--- config.mk ---
export PLATFORM = sky130hd
export DESIGN_NAME = char_lcd_nibble_sequencer_unit
export DESIGN_NICKNAME = d
export VERILOG_FILES = /design/src/sv/lcdns_pkg.sv /design/src/sv/char_lcd_nibble_sequencer_unit.sv /design/src/sv/lcdns_front.sv /design/src/sv/lcdns_queue.sv /design/src/sv/lcdns_back.sv
export SDC_FILE = /design/constraint.sdc
export NUM_CORES = 1
export LEC_CHECK = 0
export BUFFER_PORTS_ARGS = -buffer_cell sky130_fd_sc_hd__clkbuf_2
export CORE_AREA = 2 2 105 107
export DETAILED_ROUTE_END_ITERATION = 8
export DIE_AREA = 0 0 107 109
export PLACE_DENSITY_LB_ADDON = 0.12
export SETUP_SLACK_MARGIN = 0.05
export SYNTH_ARGS = -nofsm -noshare
export SYNTH_HDL_FRONTEND = slang
export SYNTH_SLANG_ARGS = --single-unit
--- constraint.sdc ---
create_clock -name clk -period 3.9 [get_ports clk]
set_input_delay 0.78 -clock clk [delete_from_list [all_inputs] [get_ports clk]]
set_output_delay 0.78 -clock clk [all_outputs]
set_load 0.05 [all_outputs]
--- src/sv/lcdns_pkg.sv ---
package lcdns_pkg;

    // display geometry and field widths
    localparam int MAX_COLS = 40;
    localparam int COL_W    = 6;
    localparam int ROW_W    = 2;
    localparam int LINES_W  = 3;
    localparam int HOLD_W   = 10;
    localparam int WAIT_W   = 19;
    localparam int STEP_W   = 4;

    // request queue between front and back
    localparam int QUEUE_DEPTH = 4;
    localparam int QPTR_W      = $clog2(QUEUE_DEPTH);
    localparam int QCNT_W      = QPTR_W + 1;

    // configuration register indexes
    localparam logic [1:0] CFG_NUM_COLS     = 2'd0;
    localparam logic [1:0] CFG_NUM_LINES    = 2'd1;
    localparam logic [1:0] CFG_BYTE_HOLD_US = 2'd2;

    // fixed controller timings in microseconds
    localparam logic [WAIT_W-1:0] T_POWER_UP  = 19'd300000;
    localparam logic [WAIT_W-1:0] T_WAKE_LONG = 19'd4500;
    localparam logic [WAIT_W-1:0] T_WAKE_SHRT = 19'd150;
    localparam logic [WAIT_W-1:0] T_MODE_4BIT = 19'd500;
    localparam logic [WAIT_W-1:0] T_FSET_XTRA = 19'd3000;
    localparam logic [WAIT_W-1:0] T_CLR_XTRA  = 19'd2000;

    // command bytes
    localparam logic [7:0] CMD_FSET_BASE = 8'h20;
    localparam logic [7:0] CMD_TWO_LINE  = 8'h08;
    localparam logic [7:0] CMD_DISP_ON   = 8'h0C;
    localparam logic [7:0] CMD_CLEAR     = 8'h01;
    localparam logic [7:0] CMD_HOME      = 8'h02;
    localparam logic [7:0] CMD_HOME_ALT  = 8'h03;
    localparam logic [7:0] CMD_ENTRY     = 8'h06;
    localparam logic [3:0] NIB_WAKE      = 4'h3;
    localparam logic [3:0] NIB_4BIT      = 4'h2;

    typedef enum logic [1:0]
    {
        FUNC_CHAR   = 2'd0,
        FUNC_CMD    = 2'd1,
        FUNC_CURSOR = 2'd2,
        FUNC_INIT   = 2'd3
    } func_t;

    typedef enum logic
    {
        JOB_BYTES = 1'b0,
        JOB_INIT  = 1'b1
    } job_kind_t;

    // classified request handed from front to back
    typedef struct packed
    {
        job_kind_t  kind;
        logic [7:0] byte_a;
        logic       rs_a;
        logic       has_b;
        logic [7:0] byte_b;
        logic       two_line;
    } job_t;

    // one strobe on the lcd bus
    typedef struct packed
    {
        logic              strobe;
        logic [3:0]        nibble;
        logic              rs;
        logic [WAIT_W-1:0] wait_us;
        logic              last;
    } beat_t;

    function automatic logic [6:0] row_base(input logic [ROW_W-1:0] row);
        logic [6:0] base;
        case (row)
            2'd0:    base = 7'h00;
            2'd1:    base = 7'h40;
            2'd2:    base = 7'h14;
            default: base = 7'h54;
        endcase
        return base;
    endfunction

    // set ddram address command for a cursor position
    function automatic logic [7:0] ddram_cmd(input logic [COL_W-1:0] col,
                                             input logic [ROW_W-1:0] row);
        logic [6:0] addr;
        addr = 7'({1'b0, col}) + row_base(row);
        return {1'b1, addr};
    endfunction

    // limit a requested row to the usable line count
    function automatic logic [ROW_W-1:0] clamp_row(input logic [LINES_W-1:0] row,
                                                   input logic [LINES_W-1:0] lines);
        logic [LINES_W-1:0] eff;
        logic [LINES_W-1:0] res;
        if (lines == 3'd0)
            eff = 3'd1;
        else if (lines > 3'd4)
            eff = 3'd4;
        else
            eff = lines;
        res = (row >= eff) ? eff - 3'd1 : row;
        return res[ROW_W-1:0];
    endfunction

    // power-up sequence, one beat per step; step 0 only waits, with no strobe
    function automatic beat_t init_beat(input logic [STEP_W-1:0] step,
                                        input logic              two_line,
                                        input logic [HOLD_W-1:0] hold);
        beat_t             b;
        logic [7:0]        fset;
        logic [WAIT_W-1:0] hold_w;
        fset   = CMD_FSET_BASE | (two_line ? CMD_TWO_LINE : 8'h00);
        hold_w = WAIT_W'(hold);
        b.strobe  = 1'b1;
        b.rs      = 1'b0;
        b.last    = 1'b0;
        b.nibble  = 4'h0;
        b.wait_us = '0;
        case (step)
            4'd0:
            begin
                b.strobe  = 1'b0;
                b.wait_us = T_POWER_UP;
            end
            4'd1, 4'd2:
            begin
                b.nibble  = NIB_WAKE;
                b.wait_us = T_WAKE_LONG;
            end
            4'd3:
            begin
                b.nibble  = NIB_WAKE;
                b.wait_us = T_WAKE_SHRT;
            end
            4'd4:
            begin
                b.nibble  = NIB_4BIT;
                b.wait_us = T_MODE_4BIT;
            end
            4'd5:  b.nibble = fset[7:4];
            4'd6:
            begin
                b.nibble  = fset[3:0];
                b.wait_us = hold_w + T_FSET_XTRA;
            end
            4'd7:  b.nibble = CMD_DISP_ON[7:4];
            4'd8:
            begin
                b.nibble  = CMD_DISP_ON[3:0];
                b.wait_us = hold_w;
            end
            4'd9:  b.nibble = CMD_CLEAR[7:4];
            4'd10:
            begin
                b.nibble  = CMD_CLEAR[3:0];
                b.wait_us = hold_w + T_CLR_XTRA;
            end
            4'd11: b.nibble = CMD_ENTRY[7:4];
            default:
            begin
                b.nibble  = CMD_ENTRY[3:0];
                b.wait_us = hold_w;
                b.last    = 1'b1;
            end
        endcase
        return b;
    endfunction

endpackage

--- src/sv/char_lcd_nibble_sequencer_unit.sv ---
// a taken request is written to the queue; its beats are then registered at the output
// throughput: one beat a cycle while m_tready allows; each request takes 2 beats
// (command, set cursor, character), 4 beats (character with line wrap) or 13 (power-up)
// a four-entry request queue lets the front take requests while the back end is busy
// reset: asynchronous active low; cursor at 0,0, 20 columns, 4 lines, 200 us byte hold
module char_lcd_nibble_sequencer_unit
    import lcdns_pkg::*;
(
    input  logic        clk,
    input  logic        rst_n,
    input  logic        s_tvalid,
    output logic        s_tready,
    input  logic [15:0] s_tdata,   // value[7:0], col[13:8], row[15:14]
    input  logic [1:0]  s_tuser,   // func[1:0]
    output logic        m_tvalid,
    input  logic        m_tready,
    output logic [31:0] m_tdata,   // strobe_res[0], nibble[4:1], rs[5], wait_us[24:6], zeros
    output logic        m_tlast,
    input  logic        cfg_valid,
    output logic        cfg_ready,
    input  logic [1:0]  cfg_index,
    input  logic [9:0]  cfg_data
);

    logic [COL_W-1:0]   num_cols_reg;
    logic [LINES_W-1:0] num_lines_reg;
    logic [HOLD_W-1:0]  byte_hold_us_reg;
    logic               q_full;
    logic               push;
    job_t               push_job;
    logic               pop;
    logic               head_valid;
    job_t               head_job;
    beat_t              beat;

    assign cfg_ready = 1'b1;

    // configuration registers
    always_ff @(posedge clk or negedge rst_n)
    begin
        if (!rst_n)
        begin
            num_cols_reg     <= 6'd20;
            num_lines_reg    <= 3'd4;
            byte_hold_us_reg <= 10'd200;
        end
        else if (cfg_valid)
        begin
            case (cfg_index)
                CFG_NUM_COLS:     num_cols_reg     <= cfg_data[COL_W-1:0];
                CFG_NUM_LINES:    num_lines_reg    <= cfg_data[LINES_W-1:0];
                CFG_BYTE_HOLD_US: byte_hold_us_reg <= cfg_data[HOLD_W-1:0];
                default:          ;
            endcase
        end
    end

    lcdns_front u_front
    (
        .clk       (clk),
        .rst_n     (rst_n),
        .in_valid  (s_tvalid),
        .q_full    (q_full),
        .func      (func_t'(s_tuser)),
        .value     (s_tdata[7:0]),
        .col       (s_tdata[13:8]),
        .row       (s_tdata[15:14]),
        .num_cols  (num_cols_reg),
        .num_lines (num_lines_reg),
        .in_ready  (s_tready),
        .push      (push),
        .job       (push_job)
    );

    lcdns_queue u_queue
    (
        .clk        (clk),
        .rst_n      (rst_n),
        .push       (push),
        .push_job   (push_job),
        .pop        (pop),
        .full       (q_full),
        .head_valid (head_valid),
        .head_job   (head_job)
    );

    lcdns_back u_back
    (
        .clk          (clk),
        .rst_n        (rst_n),
        .head_valid   (head_valid),
        .head_job     (head_job),
        .byte_hold_us (byte_hold_us_reg),
        .out_ready    (m_tready),
        .pop          (pop),
        .out_valid    (m_tvalid),
        .out_beat     (beat)
    );

    // master side packing
    assign m_tdata = {7'b0, beat.wait_us, beat.rs, beat.nibble, beat.strobe};
    assign m_tlast = beat.last;

endmodule

--- src/sv/lcdns_front.sv ---
module lcdns_front
    import lcdns_pkg::*;
(
    input  logic               clk,
    input  logic               rst_n,
    input  logic               in_valid,
    input  logic               q_full,
    input  func_t              func,
    input  logic [7:0]         value,
    input  logic [COL_W-1:0]   col,
    input  logic [ROW_W-1:0]   row,
    input  logic [COL_W-1:0]   num_cols,
    input  logic [LINES_W-1:0] num_lines,
    output logic               in_ready,
    output logic               push,
    output job_t               job
);

    logic [COL_W-1:0] cursor_col_reg, cursor_col_next;
    logic [ROW_W-1:0] cursor_row_reg, cursor_row_next;
    logic [COL_W-1:0] cols_eff;
    logic [COL_W:0]   col_inc;
    logic             wrap;
    logic [ROW_W-1:0] wrap_row;
    logic [ROW_W-1:0] set_row;

    assign in_ready = !q_full;
    assign push     = in_valid && !q_full;

    // cursor wrap and row clamp
    assign cols_eff = (num_cols > COL_W'(MAX_COLS)) ? COL_W'(MAX_COLS) : num_cols;
    assign col_inc  = {1'b0, cursor_col_reg} + 7'd1;
    assign wrap     = col_inc >= {1'b0, cols_eff};
    assign wrap_row = clamp_row(LINES_W'(cursor_row_reg) + 3'd1, num_lines);
    assign set_row  = clamp_row(LINES_W'(row), num_lines);

    // classify request into a job and the next cursor
    always_comb
    begin
        job.kind        = JOB_BYTES;
        job.byte_a      = value;
        job.rs_a        = 1'b0;
        job.has_b       = 1'b0;
        job.byte_b      = ddram_cmd('0, wrap_row);
        job.two_line    = num_lines > 3'd1;
        cursor_col_next = cursor_col_reg;
        cursor_row_next = cursor_row_reg;
        case (func)
            FUNC_CHAR:
            begin
                job.rs_a  = 1'b1;
                job.has_b = wrap;
                if (wrap)
                begin
                    cursor_col_next = '0;
                    cursor_row_next = wrap_row;
                end
                else
                begin
                    cursor_col_next = col_inc[COL_W-1:0];
                end
            end
            FUNC_CMD:
            begin
                if (value inside {CMD_CLEAR, CMD_HOME, CMD_HOME_ALT})
                begin
                    cursor_col_next = '0;
                    cursor_row_next = '0;
                end
            end
            FUNC_CURSOR:
            begin
                job.byte_a      = ddram_cmd(col, set_row);
                cursor_col_next = col;
                cursor_row_next = set_row;
            end
            default:
            begin
                job.kind        = JOB_INIT;
                cursor_col_next = '0;
                cursor_row_next = '0;
            end
        endcase
    end

    // tracked cursor
    always_ff @(posedge clk or negedge rst_n)
    begin
        if (!rst_n)
        begin
            cursor_col_reg <= '0;
            cursor_row_reg <= '0;
        end
        else if (push)
        begin
            cursor_col_reg <= cursor_col_next;
            cursor_row_reg <= cursor_row_next;
        end
    end

endmodule

--- src/sv/lcdns_queue.sv ---
module lcdns_queue
    import lcdns_pkg::*;
(
    input  logic clk,
    input  logic rst_n,
    input  logic push,
    input  job_t push_job,
    input  logic pop,
    output logic full,
    output logic head_valid,
    output job_t head_job
);

    job_t              slot_reg [QUEUE_DEPTH];
    logic [QPTR_W-1:0] wr_ptr_reg;
    logic [QPTR_W-1:0] rd_ptr_reg;
    logic [QCNT_W-1:0] count_reg;

    assign full       = count_reg == QCNT_W'(QUEUE_DEPTH);
    assign head_valid = count_reg != '0;
    assign head_job   = slot_reg[rd_ptr_reg];

    // job storage
    always_ff @(posedge clk)
    begin
        if (push)
            slot_reg[wr_ptr_reg] <= push_job;
    end

    // pointers and fill count
    always_ff @(posedge clk or negedge rst_n)
    begin
        if (!rst_n)
        begin
            wr_ptr_reg <= '0;
            rd_ptr_reg <= '0;
            count_reg  <= '0;
        end
        else
        begin
            if (push)
                wr_ptr_reg <= wr_ptr_reg + 1'b1;
            if (pop)
                rd_ptr_reg <= rd_ptr_reg + 1'b1;
            if (push && !pop)
                count_reg <= count_reg + 1'b1;
            else if (pop && !push)
                count_reg <= count_reg - 1'b1;
        end
    end

endmodule

--- src/sv/lcdns_back.sv ---
module lcdns_back
    import lcdns_pkg::*;
(
    input  logic              clk,
    input  logic              rst_n,
    input  logic              head_valid,
    input  job_t              head_job,
    input  logic [HOLD_W-1:0] byte_hold_us,
    input  logic              out_ready,
    output logic              pop,
    output logic              out_valid,
    output beat_t             out_beat
);

    logic [STEP_W-1:0] step_reg;
    logic              out_valid_reg;
    beat_t             beat_reg;
    beat_t             byte_beat;
    beat_t             beat;
    logic [7:0]        cur_byte;
    logic              advance;

    assign out_valid = out_valid_reg;
    assign out_beat  = beat_reg;
    assign advance   = head_valid && (!out_valid_reg || out_ready);
    assign pop       = advance && beat.last;

    // byte jobs: step bit 1 picks the byte, bit 0 the nibble
    always_comb
    begin
        cur_byte          = step_reg[1] ? head_job.byte_b : head_job.byte_a;
        byte_beat.strobe  = 1'b1;
        byte_beat.rs      = step_reg[1] ? 1'b0 : head_job.rs_a;
        byte_beat.nibble  = step_reg[0] ? cur_byte[3:0] : cur_byte[7:4];
        byte_beat.wait_us = step_reg[0] ? WAIT_W'(byte_hold_us) : '0;
        byte_beat.last    = step_reg[0] && (step_reg[1] || !head_job.has_b);
    end

    assign beat = (head_job.kind == JOB_INIT)
                  ? init_beat(step_reg, head_job.two_line, byte_hold_us)
                  : byte_beat;

    // step counter and output valid
    always_ff @(posedge clk or negedge rst_n)
    begin
        if (!rst_n)
        begin
            step_reg      <= '0;
            out_valid_reg <= 1'b0;
        end
        else
        begin
            if (advance)
                step_reg <= beat.last ? '0 : step_reg + 1'b1;
            if (advance)
                out_valid_reg <= 1'b1;
            else if (out_ready)
                out_valid_reg <= 1'b0;
        end
    end

    // output beat register
    always_ff @(posedge clk)
    begin
        if (advance)
            beat_reg <= beat;
    end

endmodule

==> impl_metrics.env <==
export IMPL_min_period_ns=3.40
export IMPL_firstDrtPassIters=5
export IMPL_dp_hpwl_um=9110
export IMPL_ir_drop_mv=0.447
export IMPL_drc=0
export IMPL_cts_htree_levels=4
export IMPL_slew_violations=0
export IMPL_p_int_mw=3.82
export IMPL_tightest_slew_ns=1.04
export IMPL_via_per_inst=5.88
export IMPL_drive_gt1_frac=0.252
export IMPL_setup_viol=0
export IMPL_cp_max_fo=11
export IMPL_clock_fmax_ghz=0.294
export IMPL_synthArstFlopShare=0.336
export IMPL_initial_core_util=0.571
export IMPL_die_area_mm2=0.0117
export IMPL_synth_cell_types=64
export IMPL_arrival_ns=3.80
export IMPL_final_hold_viol_count=0
export IMPL_dieHeight_um=109
export IMPL_slew_headroom=0.308
export IMPL_synth_edf_count=77
export IMPL_cellPowerDensity_mw_per_mm2=889
export IMPL_p_leak_nw=2.87
export IMPL_start_kind="flop"
export IMPL_grt_pass1_vias=4213
export IMPL_antenna_found_initial=0
export IMPL_cp_required_ns=4.29
export IMPL_p_seq_frac=0.334
export IMPL_area_growth_pct=16.3
export IMPL_syn_inst=490
export IMPL_cts_tree="built"
export IMPL_final_cells=704
export IMPL_mostFrequentLayoutCells="edfxtp_1 (77), clkbuf_2 (58), nand2_1 (48)"
export IMPL_gp_congestion=0.936
export IMPL_layout_commonest_cell="edfxtp_1"
export IMPL_ios=71
export IMPL_syn_area_per_cell_um2=12.4
export IMPL_fillerInstances=776
export IMPL_cap_violations=0
export IMPL_cts_buffers=17
export IMPL_grt_pass1_wl_um=20500
export IMPL_wire_per_inst_um=17.8
export IMPL_core_mm2=0.0106
export IMPL_holdCritPathClass="primary input to asynchronous set/reset pin"
export IMPL_postCtsSetupBuffers=0
export IMPL_p_switching_mw=2.43
export IMPL_syn_cell_area_mm2=0.00605
export IMPL_cts_root_buf="clkbuf_8"
export IMPL_synth_seq_area_share=0.545
export IMPL_clock_sinks=116
export IMPL_grt_max_degree=40
export IMPL_grt_overflow_total=0
export IMPL_status="completed"
export IMPL_rows=38
export IMPL_drt_iter0_drc=228
export IMPL_layout_nets=616
export IMPL_die_w_um=107
export IMPL_ant_nets=0
export IMPL_synth_seq_cells=116
export IMPL_synthTopCellsByArea="edfxtp_1 (38%), dfrtp_1 (14%), ha_1 (6.0%)"
export IMPL_wl_um=12500
export IMPL_pwr_share_comb=0.404
export IMPL_placedCellCount=672
export IMPL_largest_register_ffs=56
export IMPL_clockPowerShare=0.262
export IMPL_skew_ns=0.00732
export IMPL_netlist_area_leader_share=0.382
export IMPL_fin_crit_sh=0.873
export IMPL_rsz0062_at_grt="no"
export IMPL_clockBufferDepth=2
export IMPL_sw_frac_of_total=0.388
export IMPL_power_mw=6.25
export IMPL_grt_usage=0.233
export IMPL_path_clk_slew_ns=0.06
export IMPL_cts_resized=0
export IMPL_critPathCaptureType="flop"
export IMPL_port_buffers=58
export IMPL_yosysTopAreaCell="edfxtp_1"
export IMPL_synth_ff_type="edfxtp_1"
export IMPL_worstRegToRegCells=11
export IMPL_vias=4139
export IMPL_whs_ns=0.440
export IMPL_worstSkewPairLatency_ns=0.51
export IMPL_yosys_warnings=0
export IMPL_cts_hold_buf=0
export IMPL_crit_type="flop to flop"
export IMPL_antenna_cells=0
export IMPL_final_setup_tns_ns=0
## cells in the mapped netlist, types with 3 or more instances
library cell	count
o22ai_1	3
mux2i_1	7
a22oi_1	5
and2_1	4
o21ai_0	17
a32oi_1	3
a311oi_1	3
nand2_1	48
a22o_1	3
dfrtp_1	33
nand3b_1	3
o221ai_1	3
nand2b_1	6
nand3_1	12
o32ai_1	3
dfstp_2	6
clkbuf_1	13
mux4_2	14
xnor2_1	8
and3_1	9
nor2_1	24
a211oi_1	3
inv_1	20
o31ai_1	5
edfxtp_1	77
nor4_1	3
a21oi_1	16
buf_4	14
a31oi_1	3
a21o_1	3
ha_1	29
a221o_1	3
mux2_2	21
nor3_1	8
nor2b_1	8
a32o_1	4
xor2_1	5
o2bb2ai_1	3
## per-stage QoR
| step | setup slack (ns) | instance area [um2] | utilization |
|---|---|---|---|
| floorplan | 0.877 | 6090 | - |
| global placement | 0.731 | 6410 | 0.605 |
| detailed placement | 0.546 | 6410 | 0.605 |
| CTS | 0.522 | 7040 | 0.664 |
| global route | 0.339 | 7040 | 0.664 |
| finish | 0.497 | 7040 | 0.664 |
## final timing paths
check | startpoint | end | slack [ns]
worst max register to register | u_back.step_reg[0]$_DFFE_PN0P_ | u_queue.count_reg[1]$_DFFE_PN0P_ | 0.50
worst min-delay path | rst_n | u_back.out_valid$_DFFE_PN0P_ | 0.44
worst min register to register | u_back.out_valid$_DFFE_PN0P_ | u_back.out_valid$_DFFE_PN0P_ | 0.49
min in group clk | u_back.out_valid$_DFFE_PN0P_ | u_back.out_valid$_DFFE_PN0P_ | 0.49
worst max-delay path | u_back.step_reg[0]$_DFFE_PN0P_ | u_queue.count_reg[1]$_DFFE_PN0P_ | 0.50
max in group asynchronous | rst_n | u_front.cursor_col_reg[4]$_DFFE_PN0P_ | 2.82
## cell type report
| cell class | count | area (um2) | area share |
|---|---|---|---|
| Clock inverter | 15 | 213 | 0.0302 |
| Tap cell | 140 | 175 | 0.0249 |
| Multi-Input combinational cell | 331 | 2530 | 0.360 |
| Sequential cell | 116 | 3300 | 0.468 |
| Clock buffer | 17 | 414 | 0.0589 |
| Timing Repair Buffer | 62 | 320 | 0.0455 |
| Inverter | 23 | 86.3 | 0.0123 |
## cell families (layout without fill, tap and decap cells)
kind of cell               Yosys count  in the layout  synth area share
and+or+nand+nor                    139            139             0.115
adders and majority gates           30             30            0.0633
AOI/OAI and AO/OA                   95             95             0.112
DFF                                116            116             0.545
xor gates and xnor gates            13             13            0.0188
other                                2             12           0.00124
buffers and inverters               53            117            0.0432
muxes                               42             42             0.103
## metal layers
metal  GRT usage  vias to the layer above  part of all wire
li1            -                     1946                 -
met1       0.298                     2004              0.43
met2       0.381                      154              0.49
met3      0.0628                       35             0.055
met4      0.0918                        0             0.024
met5           0                        -                 0
## power groups by stage
stage	combinational [mW]	clock (mW)	sequential (mW)
after floorplan	1.63	0	2.39
after global placement	2.48	0	2.09
after detailed placement	2.52	0	2.11
after CTS	2.54	1.66	2.09
after global routing	2.77	1.71	2.15
final	2.53	1.64	2.09
## critical path, cell delays in order, from the launching register on
cell and delay, ns:
dfrtp_1 0.55, clkinv_1 0.35, ha_1 0.42, nor4_1 0.32, buf_4 0.17, a21oi_1 0.06, o22ai_4 0.27, nand2_1 0.15
ha_1 0.22, inv_1 0.08, fa_1 0.42, mux2_2 0.27
Note: power is estimated with default switching activity, not from simulation.
